$ cat src/hdl/lcd_bar_graph_redraw_top_macros.svh
// Assertion macros for the bar-graph redraw block.
// Each macro expects signals named clk and rst_n in the scope where it is used.
`ifndef LCD_BAR_GRAPH_REDRAW_TOP_MACROS_SVH
`define LCD_BAR_GRAPH_REDRAW_TOP_MACROS_SVH

`ifndef SYNTHESIS

// The consequent must hold in the same cycle as the antecedent.
`define LBGR_ASSERT_NOW(lbl, ante, cons) \
  lbl: assert property (@(posedge clk) disable iff (!rst_n) (ante) |-> (cons)) \
    else $error("assertion failed");

// The consequent must hold in the cycle after the antecedent.
`define LBGR_ASSERT_NEXT(lbl, ante, cons) \
  lbl: assert property (@(posedge clk) disable iff (!rst_n) (ante) |=> (cons)) \
    else $error("assertion failed");

`else

`define LBGR_ASSERT_NOW(lbl, ante, cons)
`define LBGR_ASSERT_NEXT(lbl, ante, cons)

`endif

`endif

$ cat src/hdl/lbgr_pkg.sv
`timescale 1ns / 1ps

package lbgr_pkg;

  // Bar geometry: the bar has 2**BAR_SHIFT cells.
  localparam int BAR_SHIFT   = 4;
  localparam int BAR_CELLS   = 1 << BAR_SHIFT;
  localparam int CELL_W      = BAR_SHIFT + 1;
  localparam int SAMPLE_BITS = 10;
  localparam int FS_W        = 10;
  localparam int REM_W       = FS_W + 1;
  localparam int STEP_W      = (BAR_SHIFT > 1) ? $clog2(BAR_SHIFT) : 1;

  // Display codes.
  localparam logic [7:0] CH_FILLED     = 8'h6f;
  localparam logic [7:0] CH_EMPTY      = 8'h5f;
  localparam logic [7:0] ROW2_ADDR     = 8'h40;
  localparam logic [7:0] CMD_SET_DDRAM = 8'h80;

  localparam logic [FS_W-1:0] FULL_SCALE_RESET = 10'd145;

  // Register-select codes on the bus.
  localparam logic RS_CMD  = 1'b0;
  localparam logic RS_DATA = 1'b1;

  // Mode codes of an input item.
  localparam logic FUNC_UPDATE = 1'b0;
  localparam logic FUNC_FULL   = 1'b1;

  // Job queue between the front and back parts.
  localparam int QUEUE_DEPTH = 2;
  localparam int QPTR_W      = 1;
  localparam int QCNT_W      = 2;

  typedef struct packed {
    logic                   func;
    logic [SAMPLE_BITS-1:0] sample;
  } in_item_t;

  typedef struct packed {
    logic       reg_select;
    logic [3:0] nibble;
    logic       last;
  } out_item_t;

  // One drawing job: first cell, number of cells, and the bar length that
  // decides filled or empty for each cell.
  typedef struct packed {
    logic [CELL_W-1:0] start;
    logic [CELL_W-1:0] count;
    logic [CELL_W-1:0] len;
  } job_t;

  typedef enum logic [1:0] {
    FR_IDLE,
    FR_DIV,
    FR_PUSH
  } front_state_t;

  typedef enum logic [1:0] {
    BK_IDLE,
    BK_CMD,
    BK_DATA
  } back_state_t;

endpackage

$ cat src/hdl/lbgr_front.sv
`timescale 1ns / 1ps

module lbgr_front (
  input  logic                      clk,
  input  logic                      rst_n,
  input  logic                      in_push,
  output logic                      in_full,
  input  lbgr_pkg::in_item_t        in_item,
  input  logic                      cfg_valid,
  input  logic [lbgr_pkg::FS_W-1:0] cfg_data,
  output logic                      job_valid,
  input  logic                      job_ready,
  output lbgr_pkg::job_t            job
);
  import lbgr_pkg::*;

  front_state_t       state_r, state_nxt;
  logic [FS_W-1:0]    full_scale_r;
  logic [CELL_W-1:0]  shown_r;
  logic               func_r;
  logic               sat_r;
  logic [REM_W-1:0]   rem_r;
  logic [BAR_SHIFT-1:0] quo_r;
  logic [STEP_W-1:0]  step_r;

  logic               in_acc;
  logic               push_fire;
  logic               last_step;
  logic [REM_W:0]     rem2;
  logic [REM_W:0]     fs_ext;
  logic               ge;
  logic [REM_W:0]     diff;
  logic [CELL_W-1:0]  len;

  assign in_acc    = in_push && !in_full;
  assign push_fire = job_valid && job_ready;
  assign last_step = (step_r == STEP_W'(BAR_SHIFT - 1));

  // One restoring division step: the quotient of sample*BAR_CELLS/full_scale
  // is built one bit a cycle, starting from a remainder below the divisor.
  assign rem2   = {rem_r, 1'b0};
  assign fs_ext = {{(REM_W + 1 - FS_W){1'b0}}, full_scale_r};
  assign ge     = (rem2 >= fs_ext);
  assign diff   = rem2 - fs_ext;

  // A sample at or above full scale (including a full scale of zero) fills the bar.
  assign len = sat_r ? CELL_W'(BAR_CELLS) : {1'b0, quo_r};

  // Classify the item into the cells to redraw.
  always_comb begin
    job.len = len;
    if (func_r == FUNC_FULL) begin
      job.start = '0;
      job.count = CELL_W'(BAR_CELLS);
    end else if (len > shown_r) begin
      job.start = shown_r;
      job.count = len - shown_r;
    end else begin
      job.start = len;
      job.count = shown_r - len;
    end
  end

  // Next state.
  always_comb begin
    state_nxt = state_r;
    unique case (state_r)
      FR_IDLE: begin
        if (in_push) begin
          state_nxt = (in_item.sample >= full_scale_r) ? FR_PUSH : FR_DIV;
        end
      end
      FR_DIV: begin
        if (last_step) begin
          state_nxt = FR_PUSH;
        end
      end
      FR_PUSH: begin
        if (job_ready) begin
          state_nxt = FR_IDLE;
        end
      end
      default: state_nxt = FR_IDLE;
    endcase
  end

  // Outputs of the state machine.
  always_comb begin
    in_full   = 1'b1;
    job_valid = 1'b0;
    unique case (state_r)
      FR_IDLE: in_full   = 1'b0;
      FR_DIV:  in_full   = 1'b1;
      FR_PUSH: job_valid = 1'b1;
      default: in_full   = 1'b1;
    endcase
  end

  // Control state, the full-scale register and the shown bar length.
  always_ff @(posedge clk) begin
    if (!rst_n) begin
      state_r      <= FR_IDLE;
      full_scale_r <= FULL_SCALE_RESET;
      shown_r      <= '0;
    end else begin
      state_r <= state_nxt;
      if (cfg_valid) begin
        full_scale_r <= cfg_data;
      end
      if (push_fire) begin
        shown_r <= len;
      end
    end
  end

  // Division datapath.
  always_ff @(posedge clk) begin
    if (in_acc) begin
      func_r <= in_item.func;
      sat_r  <= (in_item.sample >= full_scale_r);
      rem_r  <= {{(REM_W - SAMPLE_BITS){1'b0}}, in_item.sample};
      quo_r  <= '0;
      step_r <= '0;
    end else if (state_r == FR_DIV) begin
      rem_r  <= ge ? diff[REM_W-1:0] : rem2[REM_W-1:0];
      quo_r  <= {quo_r[BAR_SHIFT-2:0], ge};
      step_r <= step_r + STEP_W'(1);
    end
  end

endmodule

$ cat src/hdl/lbgr_queue.sv
`timescale 1ns / 1ps

module lbgr_queue (
  input  logic           clk,
  input  logic           rst_n,
  input  logic           push_valid,
  output logic           push_ready,
  input  lbgr_pkg::job_t push_data,
  output logic           pop_valid,
  input  logic           pop_ready,
  output lbgr_pkg::job_t pop_data
);
  import lbgr_pkg::*;

  job_t              mem_r [QUEUE_DEPTH];
  logic [QPTR_W-1:0] wr_ptr_r;
  logic [QPTR_W-1:0] rd_ptr_r;
  logic [QCNT_W-1:0] cnt_r;
  logic              do_push;
  logic              do_pop;

  assign push_ready = (cnt_r != QCNT_W'(QUEUE_DEPTH));
  assign pop_valid  = (cnt_r != '0);
  assign pop_data   = mem_r[rd_ptr_r];
  assign do_push    = push_valid && push_ready;
  assign do_pop     = pop_valid && pop_ready;

  // Pointers and fill level.
  always_ff @(posedge clk) begin
    if (!rst_n) begin
      wr_ptr_r <= '0;
      rd_ptr_r <= '0;
      cnt_r    <= '0;
    end else begin
      if (do_push) begin
        wr_ptr_r <= wr_ptr_r + QPTR_W'(1);
      end
      if (do_pop) begin
        rd_ptr_r <= rd_ptr_r + QPTR_W'(1);
      end
      if (do_push && !do_pop) begin
        cnt_r <= cnt_r + QCNT_W'(1);
      end else if (do_pop && !do_push) begin
        cnt_r <= cnt_r - QCNT_W'(1);
      end
    end
  end

  // Job storage.
  always_ff @(posedge clk) begin
    if (do_push) begin
      mem_r[wr_ptr_r] <= push_data;
    end
  end

endmodule

$ cat src/hdl/lbgr_back.sv
`timescale 1ns / 1ps

module lbgr_back (
  input  logic                clk,
  input  logic                rst_n,
  input  logic                job_valid,
  output logic                job_pop,
  input  lbgr_pkg::job_t      job,
  output logic                out_empty,
  input  logic                out_pop,
  output lbgr_pkg::out_item_t out_item
);
  import lbgr_pkg::*;

  back_state_t       state_r, state_nxt;
  logic              lo_r;
  logic [CELL_W-1:0] pos_r;
  logic [CELL_W-1:0] left_r;
  logic [CELL_W-1:0] len_r;
  logic              out_valid_r;
  out_item_t         out_item_r;

  logic              emit;
  logic [7:0]        byte_val;
  out_item_t         item_nxt;

  assign out_empty = !out_valid_r;
  assign out_item  = out_item_r;

  // Next state.
  always_comb begin
    state_nxt = state_r;
    unique case (state_r)
      BK_IDLE: begin
        if (job_valid) begin
          state_nxt = BK_CMD;
        end
      end
      BK_CMD: begin
        if (emit && lo_r) begin
          state_nxt = (left_r == '0) ? BK_IDLE : BK_DATA;
        end
      end
      BK_DATA: begin
        if (emit && lo_r && (left_r == '0)) begin
          state_nxt = BK_IDLE;
        end
      end
      default: state_nxt = BK_IDLE;
    endcase
  end

  // Outputs: the byte for the current position and the nibble taken from it.
  always_comb begin
    job_pop  = 1'b0;
    emit     = 1'b0;
    byte_val = CH_EMPTY;
    item_nxt.reg_select = RS_DATA;
    unique case (state_r)
      BK_IDLE: begin
        job_pop = 1'b1;
      end
      BK_CMD: begin
        emit     = !out_valid_r || out_pop;
        byte_val = CMD_SET_DDRAM | (ROW2_ADDR + {{(8 - CELL_W){1'b0}}, pos_r});
        item_nxt.reg_select = RS_CMD;
      end
      BK_DATA: begin
        emit     = !out_valid_r || out_pop;
        byte_val = (pos_r < len_r) ? CH_FILLED : CH_EMPTY;
      end
      default: job_pop = 1'b0;
    endcase
    item_nxt.nibble = lo_r ? byte_val[3:0] : byte_val[7:4];
    item_nxt.last   = lo_r && (left_r == '0);
  end

  // Sequencer registers.
  always_ff @(posedge clk) begin
    if (!rst_n) begin
      state_r     <= BK_IDLE;
      lo_r        <= 1'b0;
      out_valid_r <= 1'b0;
    end else begin
      state_r <= state_nxt;
      if (state_r == BK_IDLE) begin
        lo_r <= 1'b0;
      end else if (emit) begin
        lo_r <= !lo_r;
      end
      if (emit) begin
        out_valid_r <= 1'b1;
      end else if (out_pop) begin
        out_valid_r <= 1'b0;
      end
    end
  end

  // Position, cells left after the current byte, and the output register.
  always_ff @(posedge clk) begin
    if (state_r == BK_IDLE) begin
      if (job_valid) begin
        pos_r  <= job.start;
        left_r <= job.count;
        len_r  <= job.len;
      end
    end else if (emit && lo_r) begin
      left_r <= left_r - CELL_W'(1);
      if (state_r == BK_DATA) begin
        pos_r <= pos_r + CELL_W'(1);
      end
    end
    if (emit) begin
      out_item_r <= item_nxt;
    end
  end

endmodule

$ cat src/hdl/lcd_bar_graph_redraw_top.sv
`timescale 1ns / 1ps
`include "lcd_bar_graph_redraw_top_macros.svh"

// Bar-graph redraw for a character LCD on a 4-bit bus. Each item carries a
// mode and a sample; the bar length is sample*16/full_scale, saturated at 16
// cells, and the block emits the nibble writes that draw it on row two: a
// set-address command and then the cells, every byte as high then low
// nibble, with the last nibble of each item flagged. A full redraw gives 34
// nibbles; an update gives 2 plus 2 per changed cell. The output side
// delivers one nibble per cycle while each nibble is popped, and the
// sequencer returns to its idle state between items to fetch the next job.
// The front end handles an item in steps (accept, four steps of a
// one-bit-per-cycle divider that saturated samples skip, queue push) and runs ahead of the
// back end through a two-entry job queue. The full-scale register is written
// through the cfg_ channel, which is always ready; write it only while idle.
module lcd_bar_graph_redraw_top (
  input  logic                      clk,
  input  logic                      rst_n,
  input  logic                      in_push,
  output logic                      in_full,
  input  lbgr_pkg::in_item_t        in_item,
  output logic                      out_empty,
  input  logic                      out_pop,
  output lbgr_pkg::out_item_t       out_item,
  input  logic                      cfg_valid,
  output logic                      cfg_ready,
  input  logic [lbgr_pkg::FS_W-1:0] cfg_data
);
  import lbgr_pkg::*;

  logic            fr_valid;
  logic            fr_ready;
  job_t            fr_job;
  logic            bk_valid;
  logic            bk_pop;
  job_t            bk_job;
  logic            in_acc;
  logic            fr_fire;
  logic [CELL_W:0] job_end;

  assign cfg_ready = 1'b1;
  assign in_acc    = in_push && !in_full;
  assign fr_fire   = fr_valid && fr_ready;
  assign job_end   = {1'b0, fr_job.start} + {1'b0, fr_job.count};

  // Front part: takes items, divides and classifies them into jobs.
  lbgr_front u_front (
    .clk       (clk),
    .rst_n     (rst_n),
    .in_push   (in_push),
    .in_full   (in_full),
    .in_item   (in_item),
    .cfg_valid (cfg_valid),
    .cfg_data  (cfg_data),
    .job_valid (fr_valid),
    .job_ready (fr_ready),
    .job       (fr_job)
  );

  // Job queue between the two parts.
  lbgr_queue u_queue (
    .clk        (clk),
    .rst_n      (rst_n),
    .push_valid (fr_valid),
    .push_ready (fr_ready),
    .push_data  (fr_job),
    .pop_valid  (bk_valid),
    .pop_ready  (bk_pop),
    .pop_data   (bk_job)
  );

  // Back part: turns jobs into bus nibbles.
  lbgr_back u_back (
    .clk       (clk),
    .rst_n     (rst_n),
    .job_valid (bk_valid),
    .job_pop   (bk_pop),
    .job       (bk_job),
    .out_empty (out_empty),
    .out_pop   (out_pop),
    .out_item  (out_item)
  );

  // The front part works on one item at a time.
  `LBGR_ASSERT_NEXT(a_front_busy, in_acc, in_full)
  // A job never runs past the end of the bar.
  `LBGR_ASSERT_NOW(a_job_in_bar, fr_fire, job_end <= (CELL_W + 1)'(BAR_CELLS))
  // Character nibbles are only those of the filled and empty glyphs.
  `LBGR_ASSERT_NOW(a_data_nibble, !out_empty && (out_item.reg_select == RS_DATA),
    (out_item.nibble == 4'h6) || (out_item.nibble == 4'h5) || (out_item.nibble == 4'hf))

endmodule
$ cat config.mk
export PLATFORM = sky130hd
export DESIGN_NAME = lcd_bar_graph_redraw_top
export DESIGN_NICKNAME = d
export VERILOG_FILES = /design/src/hdl/lbgr_pkg.sv /design/src/hdl/lbgr_front.sv /design/src/hdl/lbgr_queue.sv /design/src/hdl/lbgr_back.sv /design/src/hdl/lcd_bar_graph_redraw_top.sv
export VERILOG_INCLUDE_DIRS = /design/src /design/src/hdl
export SDC_FILE = /design/constraint.sdc
export NUM_CORES = 1
export LEC_CHECK = 0
export BUFFER_PORTS_ARGS = -buffer_cell sky130_fd_sc_hd__buf_2
export CAP_MARGIN = 5
export CORE_MARGIN = 4
export CORE_UTILIZATION = 35
export CTS_BUF_LIST = sky130_fd_sc_hd__clkbuf_4 sky130_fd_sc_hd__clkbuf_8
export DETAILED_ROUTE_END_ITERATION = 16
export GPL_TIMING_DRIVEN = 0
export PLACE_DENSITY = 0.62
export SYNTH_ARGS = -nofsm -noshare
export SYNTH_HDL_FRONTEND = slang
export SYNTH_SLANG_ARGS = --single-unit
$ cat constraint.sdc
create_clock -name clk -period 2.85 [get_ports clk]
set_clock_uncertainty 0.1 [all_clocks]
set_input_delay 0.57 -clock clk [delete_from_list [all_inputs] [get_ports clk]]
set_output_delay 0.57 -clock clk [all_outputs]
set_load 0.02 [all_outputs]
== After elaboration in Yosys (flattened, before gate mapping) ==
Memories as Yosys holds them, arrays and structs flattened. A register that Yosys moved wholly into a read port is not among the register bits.
Index checks and enable logic that the tools add are counted.
Word-level totals
  register bits after elaboration: 65
  RAM bits: 30
  output and inout port bits: 9
  logic and storage cells: 118
  memories: 1
Operators by class
  add/sub/neg operators: 11
  $lt $le $gt $ge: 4
  eq/ne operators: 12
  multiplexer cells: 39
  bitwise gates (word level): 1
  reductions and logical operators: 29
Memories
  u_queue.mem_r: words 2, bits a word 15, rd ports 1, clocked after Yosys merged registers in 1, wr ports 1, RTL line lbgr_queue.sv:15  | job_t mem_r [QUEUE_DEPTH];
Operator list (number)
  10-bit two-way mux: 4
  5-bit two-way mux: 8
  2-bit two-way mux: 10
  8-bit case mux with 2 select lines: 1
  12-bit by 10-bit >= comparator with 1-bit output: 1
  2-bit case mux with 3 select lines: 2
  2-bit nonzero test: 6
  1-bit two-way mux: 11
  11-bit two-way mux: 1
  11-bit by 10-bit subtractor with 11-bit output: 1
  10-bit >= comparator: 1
  5-bit subtractor: 2
  3-bit AND reduction: 3
  1-bit logical AND: 8
  2-bit by 1-bit != test with 1-bit output (second input constant): 4
  7-bit by 5-bit adder with 7-bit output (first input constant): 1
  2-bit equality test (second input constant): 3
  6-bit two-way mux: 1
  2-bit != test (second input constant): 3
  5-bit by 1-bit adder with 5-bit output (second input constant): 1
  5-bit > comparator: 1
  5-bit zero test: 1
  5-bit < comparator: 1
  5-bit by 1-bit subtractor with 5-bit output (second input constant): 1
  11 further kinds: 20

== Depth between registers and ports, before layout ==
Gate-level depths: netlist (run 1).
  depth in word-level cells: 7
  gate-level depth with buffers: 11
  depth with buffers taken out: 10

== Modules after synthesis ==
Synthesis (run 1) repeated with hierarchy kept, for this count alone.
Unflattened totals
  cell total of the unflattened synthesis: 515
  area total of the unflattened synthesis: 5412.7 µm²
Modules (own cells, without submodules)
  lbgr_front: times used 1, cells each 319, area each 2731.4 µm², seq. area each 840.8 µm²
  lbgr_back: times used 1, cells each 123, area each 1347.5 µm², seq. area each 710.7 µm²
  lbgr_queue: times used 1, cells each 71, area each 1322.5 µm², seq. area each 1001.0 µm²
  lcd_bar_graph_redraw_top: times used 1, cells each 2, area each 11.3 µm², seq. area each 0.0 µm²

== Worst setup path before layout (run 1) ==
OpenSTA, ideal clock, no wires.
  kind: register -> register
  from: register u_front.sat_r
  to: memory u_queue.mem_r[0][8] (netlist name) (data pin)
  arrival time: 2.421 ns
  slack: 0.059 ns
  stages on the path, launching flop included: 11
  buffers on the path: 1
  clock period less this slack: 2.791 ns
  path through: edfxtp_1 > nor2b_1 > inv_1 > ha_1 > nor2b_1 > o31ai_1 > a21oi_1 > buf_2 > mux2i_1 > xnor2_1 > nor2_1
RTL lines
  start: declaration: RTL line lbgr_front.sv:21  | logic sat_r;
  start signal: assignment: RTL line lbgr_front.sv:120  | sat_r <= (in_item.sample >= full_scale_r);
  end: declaration: RTL line lbgr_queue.sv:15

==> impl_metrics.py, run 1 <==
metrics = {
    "run_status": {
        "status": "finished clean",
    },
    "layout": {
        "synthToLayoutAreaGrowth_pct": 13.0,
        "postLayoutCellArea_sq_mm": 0.00600,
        "drive_gt1_share_pct": 14.3,
        "nets": 620,
        "diodes": 0,
        "fin_util_pct": 40.8,
    },
    "synth": {
        "synth_top_family_by_area": "compound AO/OA/AOI/OAI gates",
        "ys_warn_count": 0,
        "synth_edf_count": 63,
        "syn_area_sq_mm": 0.00531,
        "synthArstFlopShare_pct": 0,
        "synth_compound_area_share_pct": 12.4,
        "ys_seq_elements": 96,
        "synth_nets": 570,
        "yosysSeqAreaShare_pct": 48.1,
        "synth_fa_ha_area_share_pct": 11.0,
        "synth_largest_area_cell": "edfxtp_1",
        "postSynthCellCount": 499,
        "ys.flop_type": "edfxtp_1",
        "synth_xor_area_share_pct": 3.30,
        "synth_area_per_cell_sq_um": 10.6,
        "yosys-top-cells-area": "edfxtp_1, dfxtp_1, ha_1",
        "synthMostInstantiatedCell": "edfxtp_1",
        "synth_top_area_share_pct": 35.6,
        "synthMuxAreaShare_pct": 9.26,
        "synthTopCellsByCount": "edfxtp_1, nor2_1, inv_1",
        "synthSimpleGateAreaFrac_pct": 11.3,
        "synth_cell_types": 54,
    },
    "placed_design": {
        "io_buffers": 33,
        "place_ws_ps": -481,
        "detailed_place_hpwl_um": 8260,
        "placed_area_sq_mm": 0.00570,
        "gp_congestion": 0.857,
    },
    "floorplanning": {
        "ioPinCount": 35,
        "rows": 44,
        "dieArea_sq_mm": 0.0172,
        "core_sq_mm": 0.0147,
        "initial_utilization_pct": 36.1,
        "die_y_um": 131,
        "die_x_um": 131,
    },
    "routing": {
        "dr_total_vias": 3711,
        "drtIter0Drc": 98,
        "via_per_inst": 5.03,
        "post_drt_wl_per_cell_um": 14.8,
        "drt-total-wl_um": 11000,
        "ant_nets": 0,
        "drc": 0,
        "drt_pre_antenna_iters": 4,
    },
    "setup_path": {
        "critical_path.max_stage_delay_ps": 380,
        "crit_fanout": 10,
        "ff2ff_path_depth": 12,
        "critPathBufInv": 4,
        "cp-end-kind": "flip-flop",
        "r2r-start": "u_front.sat_r",
        "critPathRequiredTime_ps": 2860,
        "reg2reg_to": "u_queue.mem_r[0][8]",
        "reg2reg_setup_slack_ps": 130,
        "startpoint_type": "flip-flop",
        "crit_arrival_ps": 2730,
        "criticalPathCategory": "flip-flop to flip-flop",
        "critPathTopFamily": "buffers and inverters",
        "path_cells": "buf_4 -> nor2b_4 -> inv_1 -> ha_1 -> buf_2 -> o21a_1 -> o31ai_2 -> a21oi_2 -> buf_6 -> mux2i_1 -> xnor2_1 -> nor2_1",
        "cp_slowest_cell": "edfxtp_1",
    },
    "sta": {
        "worst_slack_ps": 126,
        "slew_viol_final": 0,
        "max_slew.worst_pin.slew_ps": 964,
        "fmax_ghz": 0.367,
        "post-route-period-util_pct": 95.6,
        "hold_violations": 0,
        "period_needed_ps": 2720,
        "setup_viol": 0,
        "relSlewSlack_pct": 35.1,
        "holdWs_ps": 262,
    },
    "cts": {
        "clkSlewWorstSetupHoldPaths_ps": 90,
        "worstSkewPairLatency_ps": 370,
        "cts_buffers": 9,
        "clk_path_buf_depth": 2,
        "holdBufCountCts": 0,
        "cts.sinks": 96,
        "cts.htree.levels": 3,
        "cts_tree": "done",
        "cts_root_buffer": "clkbuf_8",
    },
    "min_path": {
        "min_from": "in_item[10]",
        "whs_path_depth": 1,
        "min_to": "u_front.func_r",
        "hp-class": "primary input to flip-flop",
    },
    "power_and_ir_drop": {
        "finalPower_uw": 5220,
        "powerDensity_mw_per_mm2": 870,
        "vdd_drop_max_v": 0.000404,
        "leakage_uw": 0.00239,
    },
    "global_route": {
        "grt_max_degree": 17,
        "grt.total_usage_pct": 12.7,
        "grt_pass1_wl_um": 17900,
        "overflow": 0,
        "grt_pass1_vias": 3757,
        "antenna_found_initial": 0,
    },
    "flow_run": {
        "maxCapViolCount": 0,
    },
}
-- per-layer routing --
metal  share of wire [%]  GRT usage [%]
met5                   0              0
met4                 2.2           4.38
met3                 3.3           3.48
met2                  49           21.8
met1                  46           15.5
-- layout by cell type, fill, tap and decap left out, types with 3 or more instances in the layout --
cell,netlist,layout
edfxtp_1,63,63
nor2_1,61,61
inv_1,43,43
mux2i_1,42,42
ha_1,42,42
a21oi_1,42,41
buf_2,5,37
dfxtp_1,33,33
nand2_1,20,20
a21o_1,12,12
o21ai_0,11,11
xor2_1,11,11
clkbuf_8,0,10
nand2b_1,9,9
nand3_1,9,9
xnor2_1,9,9
clkbuf_1,8,8
buf_4,1,7
nor2b_1,11,6
o211ai_1,5,5
o21a_1,5,5
mux2_2,5,5
and2_1,4,4
nor3_1,4,4
a22o_1,4,4
nor2b_4,0,3
o22ai_1,3,3
a211oi_1,3,3
fa_1,3,3
-- cell families (layout without fill, tap and decap cells) --
group / after synthesis / count (layout)
AND/OR/NAND/NOR: 128 / 128
AO/OA/AOI/OAI: 102 / 102
flip-flops: 96 / 96
buffers and inverters: 59 / 114
multiplexers: 48 / 48
adder cells (fa/ha/maj): 45 / 45
XOR/XNOR: 20 / 20
other: 1 / 1
-- sequential cells by signal, indices dropped and copies added, names as in the netlist, 4 cells and up, named ones only --
register / cells
u_front.rem_r: 11
u_back.left_r: 5
u_back.out_item: 6
u_front.full_scale_r: 10
u_back.pos_r: 5
u_front.quo_r: 4
u_front.shown_r: 5
u_back.len_r: 5
u_queue.mem_r: 30
-- power by group --
group	leakage (uW)	internal [uW]	switching [uW]
combinational	0.00143	947	1230
clock	0.000104	446	489
sequential	0.000852	1900	204
-- cell type report --
class                   count  area [sq um]
clock inverters             5          63.8
repair buffers             39           210
fillers                  1426          8700
well taps                 184           230
multi-input cells         344          2550
plain buffers              16          83.8
clock buffers              11           145
inverters                  43           161
flip-flops and latches     96          2550
-- per-stage QoR --
step | setup TNS (ps) | std cells
global route | -131 | 738
finish | 0 | 738
global placement | -4880 | 716
floorplan | 0 | 499
detailed placement | -5320 | 716
CTS | 0 | 734
-- worst max-delay path by stage --
stage | start | end | slack, ps | depth (start not counted)
5_1_grt | u_front.sat_r | u_queue.mem_r[1][8] | -30 | 12
3_5_place_dp | u_front.sat_r | u_queue.mem_r[0][8] | -480 | 10
6_report | u_front.sat_r | u_queue.mem_r[0][8] | 130 | 12
2_1_floorplan | u_front.sat_r | u_queue.mem_r[0][8] | 60 | 10
3_3_place_gp | u_front.sat_r | u_queue.mem_r[1][8] | -450 | 10
4_1_cts | u_front.sat_r | u_queue.mem_r[1][8] | 8 | 10
-- repair_timing --
item	in CTS	in global routing
pin swaps	0	1
setup buffers	2	4
gates resized for setup	6	5
endpoints found under the setup margin	18	18
No activity file was read; power rests on OpenSTA's default activity.
==> inputs of run 2 (changes only) <==
Settings changed: CAP_MARGIN 5 to default, PLACE_DENSITY 0.62 to 0.57.
==> run 2 against run 1 <==
  * Critical path depth shrank 1
  * Global-route usage grew 0.38 points
  * Via count shrank 0.32%
  * Wire length grew 1.4%
  * Utilization grew 0.37 points
  * Die area is the same
  * Maximum frequency shrank 0.45%
  * Register-to-register slack is essentially flat
  * Flip-flop and latch count is the same
  * Worst hold slack gained 2.6 ps
  * Sequential power is essentially flat
  * Largest power group unchanged
==> impl_metrics.py, run 2 (synthesized netlist as in run 1, its figures left out) <==
metrics = {
    "routing": {
        "post_drt_wl_per_cell_um": 15.0,
        "drc": 0,
        "via_per_inst": 5.00,
        "drt_pre_antenna_iters": 4,
        "ant_nets": 0,
        "dr_total_vias": 3699,
        "drtIter0Drc": 253,
        "drt-total-wl_um": 11100,
    },
    "placed_design": {
        "place_ws_ps": -478,
        "gp_congestion": 0.857,
        "io_buffers": 33,
        "detailed_place_hpwl_um": 8240,
        "dp_cells": 716,
    },
    "power_and_ir_drop": {
        "sw_frac_of_total_pct": 36.3,
        "powerDensity_mw_per_mm2": 897,
        "p_int_uw": 3460,
        "finalPower_uw": 5430,
        "switching_power_uw": 1970,
        "combPwrFrac_pct": 40.6,
        "p_seq_share_pct": 38.8,
        "clockPowerShare_pct": 20.7,
        "leakage_uw": 0.00242,
        "vdd_drop_max_v": 0.000492,
    },
    "sta": {
        "period_needed_ps": 2740,
        "fmax_ghz": 0.365,
        "hold_violations": 0,
        "holdWs_ps": 265,
        "slew_viol_final": 0,
        "max_slew.worst_pin.slew_ps": 1310,
        "relSlewSlack_pct": 12.2,
        "setup_viol": 0,
        "worst_slack_ps": 114,
        "post-route-period-util_pct": 96.0,
        "tns_ps": 0,
    },
    "cts": {
        "cts_buffers": 9,
        "cts.sinks": 96,
        "clk_path_buf_depth": 2,
        "holdBufCountCts": 0,
        "cts_tree": "done",
        "worstSkewPairLatency_ps": 380,
        "cts_root_buffer": "clkbuf_8",
        "clkSlewWorstSetupHoldPaths_ps": 100,
        "cts.htree.levels": 3,
    },
    "global_route": {
        "grt.total_usage_pct": 13.1,
        "grt_max_degree": 18,
        "grt_pass1_vias": 3638,
        "grt_pass1_wl_um": 18300,
        "overflow": 0,
        "grtUsageMet1_pct": 18.0,
        "antenna_found_initial": 0,
        "gr-usage-met2_pct": 20.2,
        "met3_usage_pct": 3.48,
        "busiest_layer": "met2",
    },
    "floorplanning": {
        "rows": 44,
        "core_sq_mm": 0.0147,
        "dieArea_sq_mm": 0.0172,
        "ioPinCount": 35,
        "die_x_um": 131,
        "die_y_um": 131,
        "initial_utilization_pct": 36.1,
    },
    "layout": {
        "final_common_cell": "edfxtp_1",
        "synthToLayoutAreaGrowth_pct": 14.1,
        "largest_register": "u_queue.mem_r",
        "largest_reg_flops": 30,
        "drive_gt1_share_pct": 14.4,
        "instances_no_fill": 740,
        "final_cell_mix": "edfxtp_1, nor2_1, inv_1",
        "diodes": 0,
        "nets": 622,
        "reg_top3": "u_queue.mem_r x30, u_front.rem_r x11, u_front.full_scale_r x10",
    },
    "setup_path": {
        "startpoint_type": "flip-flop",
        "cp-end-kind": "flip-flop",
        "crit_fanout": 8,
        "critPathRequiredTime_ps": 2860,
        "crit_arrival_ps": 2750,
        "criticalPathCategory": "flip-flop to flip-flop",
    },
    "run_status": {
        "status": "finished clean",
    },
    "flow_run": {
        "maxCapViolCount": 0,
    },
    "min_path": {
        "hp-class": "primary input to flip-flop",
    },
}
==> run 2: changes by cell type in the layout (fill, tap and decap cells not counted), sizes merged <==
| cell | previous run | this run |
|---|---|---|
| clkinvlp | 1 | 0 |
| clkinv | 2 | 1 |
| buf | 47 | 49 |
| clkbuf | 19 | 17 |
| bufinv | 1 | 3 |
| inv | 44 | 46 |
==> run 2: metrics by stage <==
| stage | area [sq um] | util [%] |
|---|---|---|
| floorplan | 5310 | - |
| global placement | 5700 | 38.8 |
| detailed placement | 5700 | 38.8 |
| CTS | 5990 | 40.8 |
| global route | 6050 | 41.2 |
| finish | 6050 | 41.2 |
==> run 2: timing repair <==
item,4_1_cts,5_1_grt
buffers inserted,1,7
setup endpoints to repair,18,8
gates resized for setup,9,2
pin swaps,0,1
==> run 2: power groups by stage <==
stage                     logic, uW  clock network [uW]  registers, uW
final                          2200                1120           2110
after floorplan                1650                   0           2120
after CTS                      2180                1160           2110
after global placement         2090                   0           2130
after global routing           2470                1220           2140
after detailed placement       2140                   0           2140
==> run 2: critical path, stage by stage (launching register included) <==
cell      delay, ps
edfxtp_1        370
buf_4           180
nor2b_4         180
inv_1           110
ha_1            330
nor2b_1         230
o31ai_2         110
a21oi_2         240
buf_6           170
mux2i_1         220
xnor2_1         140
nor2_1           80
==> run 2: cell type report <==
class / count / area (sq um)
plain buffers: 16 / 83.8
clock buffers: 9 / 124
clock inverters: 7 / 126
fillers: 1391 / 8650
inverters: 43 / 161
multi-input cells: 344 / 2550
flip-flops and latches: 96 / 2550
well taps: 184 / 230
repair buffers: 41 / 225
==> run 2: path summary, 6_finish.rpt <==
path	slack, ps	from	cells after the start	to
min	270	in_item[10]	1	u_front.func_r
max	110	u_front.sat_r	11	u_queue.mem_r[1][8]
max reg2reg	110	u_front.sat_r	11	u_queue.mem_r[1][8]
min reg2reg	400	u_front.quo_r[3]	1	u_front.quo_r[3]
==> run 2: metal layers <==
layer / vias up / part of all wire [%]
met5: - / 0
met4: 0 / 1.3
met3: 9 / 4.1
met2: 73 / 45
met1: 1759 / 49
li1: 1858 / -
